### config.mk
export PLATFORM = sky130hd
export DESIGN_NAME = one_wire_bus_master
export DESIGN_NICKNAME = d
export VERILOG_FILES = /design/src/rtl/core/owbm_pkg.sv /design/src/rtl/core/owbm_cfg_regs.sv /design/src/rtl/core/owbm_fsm.sv /design/src/rtl/core/one_wire_bus_master.sv
export SDC_FILE = /design/constraint.sdc
export NUM_CORES = 1
export LEC_CHECK = 0
export ABC_AREA = 1
export BUFFER_PORTS_ARGS = -buffer_cell sky130_fd_sc_hd__buf_2
export CORE_MARGIN = 2
export CORE_UTILIZATION = 50
export DETAILED_ROUTE_END_ITERATION = 7
export GPL_TIMING_DRIVEN = 1
export PLACE_DENSITY = 0.68
export SETUP_SLACK_MARGIN = 0.05
export SYNTH_ARGS = -nofsm -noshare
export SYNTH_HDL_FRONTEND = slang
export SYNTH_SLANG_ARGS = --single-unit
### constraint.sdc
create_clock -name clk -period 4.2 [get_ports clk]
set_input_delay 0.21 -clock clk [delete_from_list [all_inputs] [get_ports clk]]
set_output_delay 0.21 -clock clk [all_outputs]
set_load 0.005 [all_outputs]
### src/rtl/core/owbm_pkg.sv
package owbm_pkg;

  localparam int unsigned CFG_W          = 10;
  localparam int unsigned NUM_REGS       = 8;
  localparam int unsigned BYTE_GAP_TICKS = 240;
  localparam int unsigned BITS_PER_BYTE  = 8;

  typedef logic [CFG_W-1:0]                count_t;
  typedef logic [$clog2(NUM_REGS)-1:0]     cfg_idx_t;
  typedef logic [NUM_REGS-1:0][CFG_W-1:0]  cfg_t;

  localparam cfg_idx_t REG_RESET_LOW     = cfg_idx_t'(0);
  localparam cfg_idx_t REG_PRESENCE_WAIT = cfg_idx_t'(1);
  localparam cfg_idx_t REG_SHORT_LOW     = cfg_idx_t'(2);
  localparam cfg_idx_t REG_LONG_LOW      = cfg_idx_t'(3);
  localparam cfg_idx_t REG_ONE_RECOVERY  = cfg_idx_t'(4);
  localparam cfg_idx_t REG_ZERO_RECOVERY = cfg_idx_t'(5);
  localparam cfg_idx_t REG_READ_SAMPLE   = cfg_idx_t'(6);
  localparam cfg_idx_t REG_READ_TAIL     = cfg_idx_t'(7);

  localparam cfg_t CFG_RESET = {
    count_t'(40), count_t'(10), count_t'(10), count_t'(60),
    count_t'(70), count_t'(10), count_t'(90), count_t'(500)
  };

  typedef enum logic [1:0] {
    ACT_TICK  = 2'd0,
    ACT_RESET = 2'd1,
    ACT_WRITE = 2'd2,
    ACT_READ  = 2'd3
  } action_t;

  typedef enum logic [2:0] {
    PH_IDLE      = 3'd0,
    PH_RST_LOW   = 3'd1,
    PH_RST_WAIT  = 3'd2,
    PH_GAP       = 3'd3,
    PH_SLOT_LOW  = 3'd4,
    PH_SLOT_REL  = 3'd5,
    PH_READ_TAIL = 3'd6
  } phase_t;

  typedef enum logic [1:0] {
    OP_NONE  = 2'd0,
    OP_RESET = 2'd1,
    OP_WRITE = 2'd2,
    OP_READ  = 2'd3
  } op_t;

  typedef struct packed {
    logic [1:0] action;
    logic [7:0] data_byte;
    logic       line_in;
  } in_item_t;

  typedef struct packed {
    logic       line_low;
    logic       busy_res;
    logic       done_res;
    logic       presence;
    logic [7:0] read_data;
    logic       rejected;
  } out_item_t;

endpackage

### src/rtl/core/owbm_cfg_regs.sv
module owbm_cfg_regs (
  input  logic              clk,
  input  logic              rst,
  input  logic              wr_en,
  input  owbm_pkg::cfg_idx_t wr_index,
  input  owbm_pkg::count_t  wr_data,
  output owbm_pkg::cfg_t    cfg
);
  import owbm_pkg::*;

  always_ff @(posedge clk) begin
    if (rst) begin
      cfg <= CFG_RESET;
    end else if (wr_en) begin
      cfg[wr_index] <= wr_data;
    end
  end

endmodule

### src/rtl/core/owbm_fsm.sv
module owbm_fsm (
  input  logic                clk,
  input  logic                rst,
  input  logic                step_en,
  input  owbm_pkg::in_item_t  item,
  input  owbm_pkg::cfg_t      cfg,
  output owbm_pkg::out_item_t result
);
  import owbm_pkg::*;

  localparam logic [2:0] LAST_BIT = 3'(BITS_PER_BYTE - 1);
  localparam count_t     GAP_TICKS = count_t'(BYTE_GAP_TICKS);

  phase_t     phase, phase_next;
  op_t        operation, operation_next;
  count_t     tick_count, tick_count_next;
  logic [2:0] bit_index, bit_index_next;
  logic [7:0] shift_byte, shift_byte_next;
  logic       presence_flag, presence_flag_next;
  logic [7:0] last_read, last_read_next;

  count_t tick_inc;
  count_t dur;
  logic   ends;
  logic   cur_bit;
  logic   done;
  logic   rejected;

  assign tick_inc = tick_count + count_t'(1);
  assign cur_bit  = shift_byte[bit_index];

  always_comb begin
    unique case (phase)
      PH_RST_LOW:   dur = cfg[REG_RESET_LOW];
      PH_RST_WAIT:  dur = cfg[REG_PRESENCE_WAIT];
      PH_GAP:       dur = GAP_TICKS;
      PH_SLOT_LOW:  dur = (operation == OP_WRITE && !cur_bit) ? cfg[REG_LONG_LOW]
                                                              : cfg[REG_SHORT_LOW];
      PH_SLOT_REL: begin
        if (operation == OP_READ) begin
          dur = cfg[REG_READ_SAMPLE];
        end else begin
          dur = cur_bit ? cfg[REG_ONE_RECOVERY] : cfg[REG_ZERO_RECOVERY];
        end
      end
      PH_READ_TAIL: dur = cfg[REG_READ_TAIL];
      default:      dur = '0;
    endcase
  end

  assign ends = (tick_inc >= dur);

  always_comb begin
    phase_next         = phase;
    operation_next     = operation;
    tick_count_next    = tick_count;
    bit_index_next     = bit_index;
    shift_byte_next    = shift_byte;
    presence_flag_next = presence_flag;
    last_read_next     = last_read;
    done               = 1'b0;
    rejected           = 1'b0;

    if (step_en) begin
      if (action_t'(item.action) != ACT_TICK) begin
        if (phase != PH_IDLE) begin
          rejected = 1'b1;
        end else if (action_t'(item.action) == ACT_RESET) begin
          operation_next  = OP_RESET;
          phase_next      = PH_RST_LOW;
          tick_count_next = '0;
        end else begin
          operation_next  = (action_t'(item.action) == ACT_WRITE) ? OP_WRITE : OP_READ;
          shift_byte_next = (action_t'(item.action) == ACT_WRITE) ? item.data_byte : 8'd0;
          bit_index_next  = '0;
          tick_count_next = '0;
          phase_next      = (BYTE_GAP_TICKS == 0) ? PH_SLOT_LOW : PH_GAP;
        end
      end else if (phase != PH_IDLE) begin
        tick_count_next = ends ? count_t'(0) : tick_inc;
        unique case (phase)
          PH_RST_LOW: begin
            if (ends) phase_next = PH_RST_WAIT;
          end
          PH_RST_WAIT: begin
            if (ends) begin
              presence_flag_next = !item.line_in;
              phase_next         = PH_IDLE;
              operation_next     = OP_NONE;
              done               = 1'b1;
            end
          end
          PH_GAP: begin
            if (ends) phase_next = PH_SLOT_LOW;
          end
          PH_SLOT_LOW: begin
            if (ends) phase_next = PH_SLOT_REL;
          end
          PH_SLOT_REL, PH_READ_TAIL: begin
            if (ends) begin
              if (phase == PH_SLOT_REL && operation == OP_READ) begin
                if (item.line_in) shift_byte_next[bit_index] = 1'b1;
                phase_next = PH_READ_TAIL;
              end else if (bit_index >= LAST_BIT) begin
                if (operation == OP_READ) last_read_next = shift_byte;
                phase_next     = PH_IDLE;
                operation_next = OP_NONE;
                bit_index_next = '0;
                done           = 1'b1;
              end else begin
                bit_index_next = bit_index + 3'd1;
                phase_next     = PH_SLOT_LOW;
              end
            end
          end
          default: begin
            phase_next      = PH_IDLE;
            operation_next  = OP_NONE;
            tick_count_next = '0;
          end
        endcase
      end
    end
  end

  always_ff @(posedge clk) begin
    if (rst) begin
      phase         <= PH_IDLE;
      operation     <= OP_NONE;
      tick_count    <= '0;
      bit_index     <= '0;
      shift_byte    <= '0;
      presence_flag <= 1'b0;
      last_read     <= '0;
    end else begin
      phase         <= phase_next;
      operation     <= operation_next;
      tick_count    <= tick_count_next;
      bit_index     <= bit_index_next;
      shift_byte    <= shift_byte_next;
      presence_flag <= presence_flag_next;
      last_read     <= last_read_next;
    end
  end

  always_comb begin
    result.line_low  = (phase_next == PH_RST_LOW) || (phase_next == PH_SLOT_LOW);
    result.busy_res  = (phase_next != PH_IDLE);
    result.done_res  = done;
    result.presence  = presence_flag_next;
    result.read_data = last_read_next;
    result.rejected  = rejected;
  end

endmodule

### src/rtl/core/one_wire_bus_master.sv
// 1-Wire bus master. Each input item is either a one-microsecond tick carrying the sampled
// bus level or a command (reset-presence, write byte, read byte), and each item produces
// exactly one result item with the bus drive, busy, done, presence, last read byte and a
// rejected flag for commands that arrive while an operation is running. All slot timing is
// counted in ticks against eight 10-bit timing registers written through the configuration
// port, which is always ready. Items are taken at one per clock cycle while out_ready does not
// stall the result output; an accepted item is held in the input register, stepped through the
// timing state machine, whose result is combinational, and captured in the result register.
module one_wire_bus_master (
  input  logic                 clk,
  input  logic                 rst,
  input  logic                 in_valid,
  output logic                 in_ready,
  input  owbm_pkg::in_item_t   in_item,
  output logic                 out_valid,
  input  logic                 out_ready,
  output owbm_pkg::out_item_t  out_item,
  input  logic                 cfg_valid,
  output logic                 cfg_ready,
  input  owbm_pkg::cfg_idx_t   cfg_index,
  input  owbm_pkg::count_t     cfg_data
);
  import owbm_pkg::*;

  cfg_t      cfg;
  logic      s1_valid;
  in_item_t  s1_item;
  logic      advance;
  out_item_t step_result;

  assign cfg_ready = 1'b1;
  assign advance   = s1_valid && (!out_valid || out_ready);
  assign in_ready  = !s1_valid || advance;

  owbm_cfg_regs u_cfg (
    .clk      (clk),
    .rst      (rst),
    .wr_en    (cfg_valid && cfg_ready),
    .wr_index (cfg_index),
    .wr_data  (cfg_data),
    .cfg      (cfg)
  );

  owbm_fsm u_fsm (
    .clk     (clk),
    .rst     (rst),
    .step_en (advance),
    .item    (s1_item),
    .cfg     (cfg),
    .result  (step_result)
  );

  always_ff @(posedge clk) begin
    if (rst) begin
      s1_valid <= 1'b0;
    end else if (in_valid && in_ready) begin
      s1_valid <= 1'b1;
    end else if (advance) begin
      s1_valid <= 1'b0;
    end
  end

  always_ff @(posedge clk) begin
    if (in_valid && in_ready) begin
      s1_item <= in_item;
    end
  end

  always_ff @(posedge clk) begin
    if (rst) begin
      out_valid <= 1'b0;
    end else if (advance) begin
      out_valid <= 1'b1;
    end else if (out_ready) begin
      out_valid <= 1'b0;
    end
  end

  always_ff @(posedge clk) begin
    if (advance) begin
      out_item <= step_result;
    end
  end

  a_low_implies_busy: assert property (@(posedge clk) disable iff (rst)
    out_valid |-> (!out_item.line_low || out_item.busy_res))
    else $error("bus driven low while no operation is in progress");

  a_done_ends_busy: assert property (@(posedge clk) disable iff (rst)
    out_valid && out_item.done_res |-> !out_item.busy_res && !out_item.rejected)
    else $error("completion reported while still busy or on a rejected command");

  a_reject_keeps_busy: assert property (@(posedge clk) disable iff (rst)
    out_valid && out_item.rejected |-> out_item.busy_res)
    else $error("command rejected while the master was idle");

  a_step_fills_output: assert property (@(posedge clk) disable iff (rst)
    advance |=> out_valid)
    else $error("a processed item did not reach the result register");

endmodule
## Word level (Yosys, flattened, before mapping)

Cells that the tools add are included.

- Flip-flop bits (word level): 141
- Input bits: 29
- Output and inout bits: 16

- Reduce and logical (&&, ||, !) cells: 31
- Bitwise gates (word level): 2
- $lt $le $gt $ge: 6
- Mux-type cells: 79
- Add/sub/neg operators: 2
- Equal/unequal tests: 20

Operators with widths:

| kind | count |
|---|---|
| $mux W8 | 17 |
| $mux W10 | 9 |
| $bwmux W80 | 1 |
| $pmux W10 S6 | 1 |
| $mux W3 | 19 |
| $demux W10 S3 | 1 |
| $mux W2 | 9 |
| $mux W1 | 17 |
| $reduce_and A8 Y1 | 2 |
| $reduce_bool A2 Y1 | 8 |
| $pmux W3 S5 | 1 |
| $eq A3 B3 Y1 const B | 4 |
| $add A10 B1 Y10 const B | 1 |
| $ge A10 B10 Y1 | 1 |
| $ne A3 B1 Y1 const B | 3 |
| $lt A3 B4 Y1 const B | 2 |
| $or A8 B8 Y8 | 1 |
| $reduce_and A7 Y1 | 1 |
| $eq A2 B2 Y1 const B | 3 |
| $eq A3 B1 Y1 const B | 2 |
| $eq A3 B2 Y1 const B | 2 |
| $ge A3 B1 Y1 const B | 2 |
| $logic_and A1 B1 Y1 | 6 |
| $ne A2 B1 Y1 const B | 3 |
| 17 further kinds | 24 |

## Depth between registers and ports, before layout

Gate-level depths: netlist of run 1.

- Depth in word-level cells: 14
- Gate-level depth with buffers: 27
- Depth with buffers taken out: 27

## Modules after synthesis

From an unflattened synthesis of run 1, not the netlist that was laid out.

- Cells, all modules: 1036
- Area total of the unflattened synthesis: 7188.1 um^2

By module, submodules not included:

| module | instances | cells an instance | area each (um^2) | seq. area each (um^2) |
|---|---|---|---|---|
| owbm_fsm | 1 | 563 | 3285.7 | 700.7 |
| owbm_cfg_regs | 1 | 435 | 3079.2 | 1601.5 |
| one_wire_bus_master | 1 | 38 | 823.3 | 760.7 |

## Worst setup path after synthesis of run 1

Ideal clock, no wire load.

- Path type: register -> register
- Start: reg u_fsm.bit_index[0]
- End: reg out_item[12] in the netlist's numbering (data pin)
- Clock period less this slack: 2.912 ns
- Path slack: 1.288 ns
- Cell stages (with the launch flop): 25
- Arrival time: 2.659 ns
- Setup time: 0.253 ns
- Data required time: 3.947 ns
- Path through: dfxtp_1 > inv_1 > nor3_1 > nand2_1 > nand2_1 > nor2_1 > nand2_1 > buf_2 > nand2_1 > nand3_1 > nand2_1 > inv_1 > nor2_1 > ha_1 > a21o_1 > nor2_1 > nand3_4 > inv_1 > nand2_1 > nand3_1 > nand2_1 > nand2_1 > nand2_1 > nand3_1 > nand2_1

RTL lines:

| what | RTL line | text |
|---|---|---|
| from (decl) | owbm_fsm.sv:17 | `logic [2:0] bit_index, bit_index_next;` |
| from (signal assigned) | owbm_fsm.sv:139 | `bit_index <= bit_index_next;` |
| to (signal assigned) | one_wire_bus_master.sv:81 | `out_item <= step_result;` |
| to (decl) | one_wire_bus_master.sv:17 | `output owbm_pkg::out_item_t out_item,` |

==> reports/qor.yml, run 1 <==
status: "complete, no violations"
rows: 42
dr.pass1.iters: 5
finalHoldWorstSlack_ns: 0.0846
postPlaceCellArea_um2: 7040
worst_setup_path_end_kind: "flop"
critPathMaxFanout: 16
root_buffer: "clkbuf_16"
cp_slowest_stage_delay_ns: 0.45
avgViaCountPerCell: 5.13
dp_cells: 1104
synth.yosys.seq_area_share_pct: 45.3
ys_warn_count: 0
skew_ns: 0.00669
fin_crit_ns: 3.78
overflow: 0
max_freq_mhz: 265
cp-start-kind: "flop"
finalSetupTns_ns: 0
drt-initial-drc-count: 477
cts.sinks: 141
rsz0062_at_grt: "no"
p_leak_nw: 3.62
syn_area_per_cell_um2: 7.32
drc: 0
syn_inst: 924
grt_pass1_vias: 5388
layout-drive-gt1-share_pct: 12.4
start_util_pct: 51.1
crit_top_cell: "nand2_1"
cts.reportedPaths.clkPinSlew_ns: 0.06
dieArea_um2: 14500
gp_congestion: 0.927
pwr_density_cell_nw_per_um2: 413
grt_max_degree: 59
synth_cell_type_count: 51
slew_viol_final: 0
clkLatencyLatePin_ns: 0.42
nNetsFinal: 1002
worst_ir_drop_vdd_uv: 224
vias: 5879
synth_flop_cell: "dfxtp_1"
path_cells: "inv_1 > nor3_1 > nand2_1 > nand2_1 > nor2_1 > nand2_1 > inv_2 > nand2_1 > nand3_1 > nand2_1 > nand3_1 > nor2_1 > ha_1 > nand2_1 > inv_1 > nand2_1 > nand2_1 > nand2_1 > nand3_4 > nand3_2 > nand2_1 > o21ai_2 > inv_1"
antenna_found_initial: 0
final-hold-violation-count: 0
tritoncts: "done"
syn-num-nets: 968
ys_ff_latch: 141
instances_no_fill: 1147
io_pins: 45
ant_nets: 0
area_growth_pct: 13.8
die_w_um: 120
hold_class: "primary input to flop"
final_area_um2: 7700
critPathRequiredTime_ns: 4.38
setup.worst_path.class: "flop to flop"
cts_buffers: 17
wl_per_cell_um: 14.7
dp_hpwl_um: 11500
arrival_ns: 3.96
io_buffers: 43
wl_um: 16900
worstMarginPinSlew_ns: 0.887
antennaDiodeCount: 0
netlist_area_um2: 6770
setup_viol: 0
final_common_cell: "nand2_1"
cts_resized: 0
die_h_um: 120
coreArea_um2: 13200
async_flop_share_pct: 0
period_share_pct: 90.0
slew_headroom_pct: 40.8
h-tree-depth: 4
layout_common_cells: "nand2_1, nor2_1, dfxtp_1"
track_usage_pct: 24.5
grt_pass1_wl_um: 27600
maxCapViolCount: 0
crit_slowest_cell: "dfxtp_1"
synth_edf_count: 24
clockBufferDepth: 2
-- through the flow --
stage | power [mW] | setup WS, ns | util, %
2_1_floorplan | 1.68 | 1.29 | -
3_3_place_gp | 1.77 | 0.615 | 53.1
3_5_place_dp | 1.77 | 0.500 | 53.1
4_1_cts | 3.20 | 0.477 | 58.2
5_1_grt | 3.30 | 0.161 | 58.2
6_report | 3.18 | 0.420 | 58.2
-- power by group --
| part | switching [mW] | internal, mW | total [mW] | leakage, nW |
|---|---|---|---|---|
| Sequential | 0.0294 | 1.42 | 1.45 | 1.18 |
| Clock | 0.564 | 0.861 | 1.43 | 0.278 |
| Combinational | 0.204 | 0.0960 | 0.300 | 2.16 |
| Total | 0.798 | 2.38 | 3.18 | 3.62 |
-- metal layers --
layer | share of wire [%] | global-route usage [%] | vias to the layer above
li1 | - | - | 3040
met1 | 46 | 33.1 | 2637
met2 | 46 | 38.4 | 180
met3 | 6.6 | 6.08 | 22
met4 | 1.8 | 8.58 | 0
met5 | 0 | 0 | -
-- cell families (layout without fill, tap and decap cells) --
group                      Yosys count  after routing  synth area share (%)
muxes                                1              1                 0.148
adders and majority gates           15             15                  2.77
AOI/OAI and AO/OA                  163            163                  14.0
and+or+nand+nor                    448            448                  28.0
DFF                                141            141                  45.3
other                                1              1                0.0554
xor gates and xnor gates             7              7                 0.906
buffers and inverters              148            195                  8.82
-- worst max-delay path: cells and delay by family (launching register included) --
family | cells | cell delay [ns]
compound gates | 1 | 0.09
fa+ha+maj | 1 | 0.24
buf+inv | 4 | 0.42
flops | 1 | 0.45
simple gates | 17 | 2.31
-- Yosys cell counts, drive strengths merged (6+ instances only) --
cell    instances  area [um^2]
a21oi          53          277
a22o            6         52.6
buf            13         87.6
clkbuf         31          116
clkinv          7         26.3
dfxtp         117         2340
edfxtp         24          721
ha             15          188
inv            97          367
nand2         192          738
nand3          55          310
nor2          182          703
nor3            6         41.3
o21ai          80          438
-- final timing paths --
path                                         from                         end  slack [ns]  depth (start not counted)
hold reg to reg        u_cfg.cfg[26]$_SDFFE_PP0P_  u_cfg.cfg[26]$_SDFFE_PP0P_        0.45                          2
setup reg to reg  u_fsm.bit_index[0]$_SDFFE_PP0P_       out_item[2]$_DFFE_PP_        0.42                         23
hold / removal                           in_valid       s1_valid$_SDFFE_PP0P_        0.08                          3
setup / recovery  u_fsm.bit_index[0]$_SDFFE_PP0P_       out_item[2]$_DFFE_PP_        0.42                         23
-- flip-flops by register name, indices dropped and copies added, names as in the netlist --
signal and flops:
u_cfg.cfg 80, u_fsm.phase 3, u_fsm.bit_index 3, s1_valid 1
u_fsm.operation 2, u_fsm.shift_byte 8, out_item 13, u_fsm.presence_flag 1
s1_item 11, out_valid 1, u_fsm.last_read 8, u_fsm.tick_count 10
-- area by class of cell --
| cell class | instances | area, um^2 |
|---|---|---|
| clock buffer | 18 | 429 |
| clock inverter | 14 | 126 |
| timing repair buffer | 59 | 363 |
| fill | 1276 | 5540 |
| sequential | 141 | 3060 |
| tap | 176 | 220 |
| inverter | 104 | 393 |
| multi-input combinational | 635 | 3110 |
-- repair_timing --
item | in CTS | in global routing
hold buffers | 11 | 0
endpoints found under the hold margin | 11 | 0
setup endpoints to repair | 0 | 0
setup buffers | 0 | 0
(Power assumes the default switching activity.)
==> run 2: changes to the inputs <==
Settings changed: CORE_MARGIN 2 to 5, RECOVER_POWER set to 100.
==> reports/qor.yml, run 2 (same netlist as run 1, synthesis figures left out) <==
reg.largest.list: "u_cfg.cfg x80, out_item x13, s1_item x11"
grt_pass1_wl_um: 28000
top_register: "u_cfg.cfg"
cp-start-kind: "flop"
antenna_found_initial: 0
io_pins: 45
cp_slowest_stage_delay_ns: 0.45
worstHoldEndpoint: "out_valid$_SDFFE_PP0P_"
layout_common_cells: "nand2_1, nor2_1, dfxtp_1"
gp_congestion: 0.923
slew_headroom_pct: -16.4
die_w_um: 126
ant_nets: 0
hold_class: "primary input to flop"
vias: 5881
skew_ns: 0.0139
crit_top_cell: "nand3_1"
violations: "max-capacitance violations, max-slew violations"
final-hold-violation-count: 0
pwr-share-seq_pct: 42.1
antennaDiodeCount: 0
maxCapViolCount: 2
finalSetupTns_ns: 0
drt-initial-drc-count: 434
tritoncts: "done"
clockBufferDepth: 2
wl_per_cell_um: 14.5
coreArea_um2: 13200
arrival_ns: 4.03
status: "finished with violations"
period_share_pct: 87.9
worstMarginPinSlew_ns: 1.74
r2r_start: "u_fsm.bit_index[0]$_SDFFE_PP0P_"
root_buffer: "clkbuf_16"
setup_viol: 0
nNetsFinal: 1004
area_growth_pct: 15.0
worst_setup_path_end_kind: "flop"
dr.pass1.iters: 5
max_freq_mhz: 271
start_util_pct: 51.1
grt_max_degree: 64
critPathMaxFanout: 12
wl_um: 16700
hold-path-cell-count: 4
h-tree-depth: 4
p_comb_share_pct: 8.6
largest_register_ffs: 80
crit_slowest_cell: "dfxtp_1"
final_common_cell: "nand2_1"
cts_buffers: 17
pwr_density_cell_nw_per_um2: 443
die_h_um: 126
cts.reportedPaths.clkPinSlew_ns: 0.06
cts.sinks: 141
intPower_mw: 2.65
slew_viol_final: 96
power_frac_clock_pct: 49.3
path_buf_inv: 3
rows: 42
p_leak_nw: 3.65
dp_cells: 1106
clkLatencyLatePin_ns: 0.43
grt_pass1_vias: 5471
io_buffers: 43
rsz0062_at_grt: "no"
avgViaCountPerCell: 5.12
dieArea_um2: 16000
reg2reg_setup_slack_ns: 0.51
worstSetupPathDepth: 21
path_cells: "inv_1 > nand3_1 > o22ai_1 > nor2_1 > nand2_2 > inv_2 > nand2_1 > nand3_1 > nand2_1 > nand3_1 > nor2_1 > ha_1 > nand2_1 > nor2_1 > nand3_1 > nand3_4 > nor2_2 > inv_1 > nand4_1 > or2_1 > a21oi_1"
p_sw_mw: 0.795
fin_crit_ns: 3.69
layout-drive-gt1-share_pct: 11.0
path_delay_family: "simple AND/OR/NAND/NOR gates"
instances_no_fill: 1149
setup.worst_path.class: "flop to flop"
critPathRequiredTime_ns: 4.54
drc: 0
track_usage_pct: 21.9
overflow: 0
n_fill_cell: 1290
setup.worst_path.start: "u_fsm.bit_index[0]$_SDFFE_PP0P_"
hold_path.startpoint: "out_ready"
dp_hpwl_um: 11300
r2r_end: "u_fsm.shift_byte[2]$_SDFFE_PP0P_"
swShare_pct: 23.1
reg2regPathDepth: 21
worst_ir_drop_vdd_uv: 257
run 2: cell types whose count changed in the layout (fill, tap and decap cells not counted), moves of 3 or more:
cell      before  now
inv_2         10    7
buf_2         43   39
clkinv_2       5    0
o21ai_0       69   78
clkinv_1      11    7
o21ai_2       10    2
clkbuf_8       0    4
inv_1         86   89
clkbuf_1       1    8
run 2: worst max path at each step:
stage / to
after detailed placement: out_item[8]$_DFFE_PP_
after global routing: u_fsm.shift_byte[4]$_SDFFE_PP0P_
final: u_fsm.shift_byte[2]$_SDFFE_PP0P_
after CTS: out_item[1]$_DFFE_PP_
after floorplan: out_item[12]$_DFFE_PP_
after global placement: out_item[1]$_DFFE_PP_
run 2: routing by layer:
layer | vias up | global-route usage (%) | wire [um]
li1 | 3032 | - | -
met1 | 2691 | 29.7 | 7720
met2 | 134 | 35.3 | 7810
met3 | 24 | 4.92 | 897
met4 | 0 | 6.31 | 225
met5 | - | 0 | 0
run 2: worst register-to-register path, delay by kind of cell, from the launching register on:
kind | cells | cell delay [ns]
AO/OA/AOI/OAI | 2 | 0.21
adder cells (fa/ha/maj) | 1 | 0.27
buffers and inverters | 3 | 0.45
flip-flops | 1 | 0.45
AND/OR/NAND/NOR | 15 | 2.22
run 2: cell type report:
type / count / area [um^2] / area share, %
Sequential cell: 141 / 3060 / 39.4
Multi-Input combinational cell: 635 / 3060 / 39.3
Clock buffer: 25 / 538 / 6.91
Inverter: 104 / 393 / 5.05
Timing Repair Buffer: 61 / 365 / 4.70
Tap cell: 176 / 220 / 2.83
Clock inverter: 7 / 145 / 1.87
run 2: power by group through the flow:
stage / Combinational, mW / Sequential (mW) / Clock (mW)
floorplan: 0.210 / 1.47 / 0
global placement: 0.288 / 1.48 / 0
detailed placement: 0.289 / 1.48 / 0
CTS: 0.298 / 1.45 / 1.72
global route: 0.337 / 1.46 / 1.80
finish: 0.295 / 1.45 / 1.70
run 2: timing repair:
item | 4_1_cts | 5_1_grt
buffers inserted | 0 | 0
gates resized for setup | 0 | 1
hold buffers | 11 | 0
endpoints found under the setup margin | 0 | 5
endpoints found under the hold margin | 11 | 0
run 2: stage by stage:
step	area (um^2)	utilization (%)	power [mW]	hold slack (ns)	setup slack (ns)
2_1_floorplan	6770	-	1.68	0.309	1.29
3_3_place_gp	7050	53.3	1.77	0.387	0.497
3_5_place_dp	7050	53.3	1.77	0.389	0.502
4_1_cts	7850	59.2	3.47	0.0752	0.494
5_1_grt	7780	58.8	3.59	0.0966	0.117
6_report	7780	58.8	3.45	0.0581	0.510
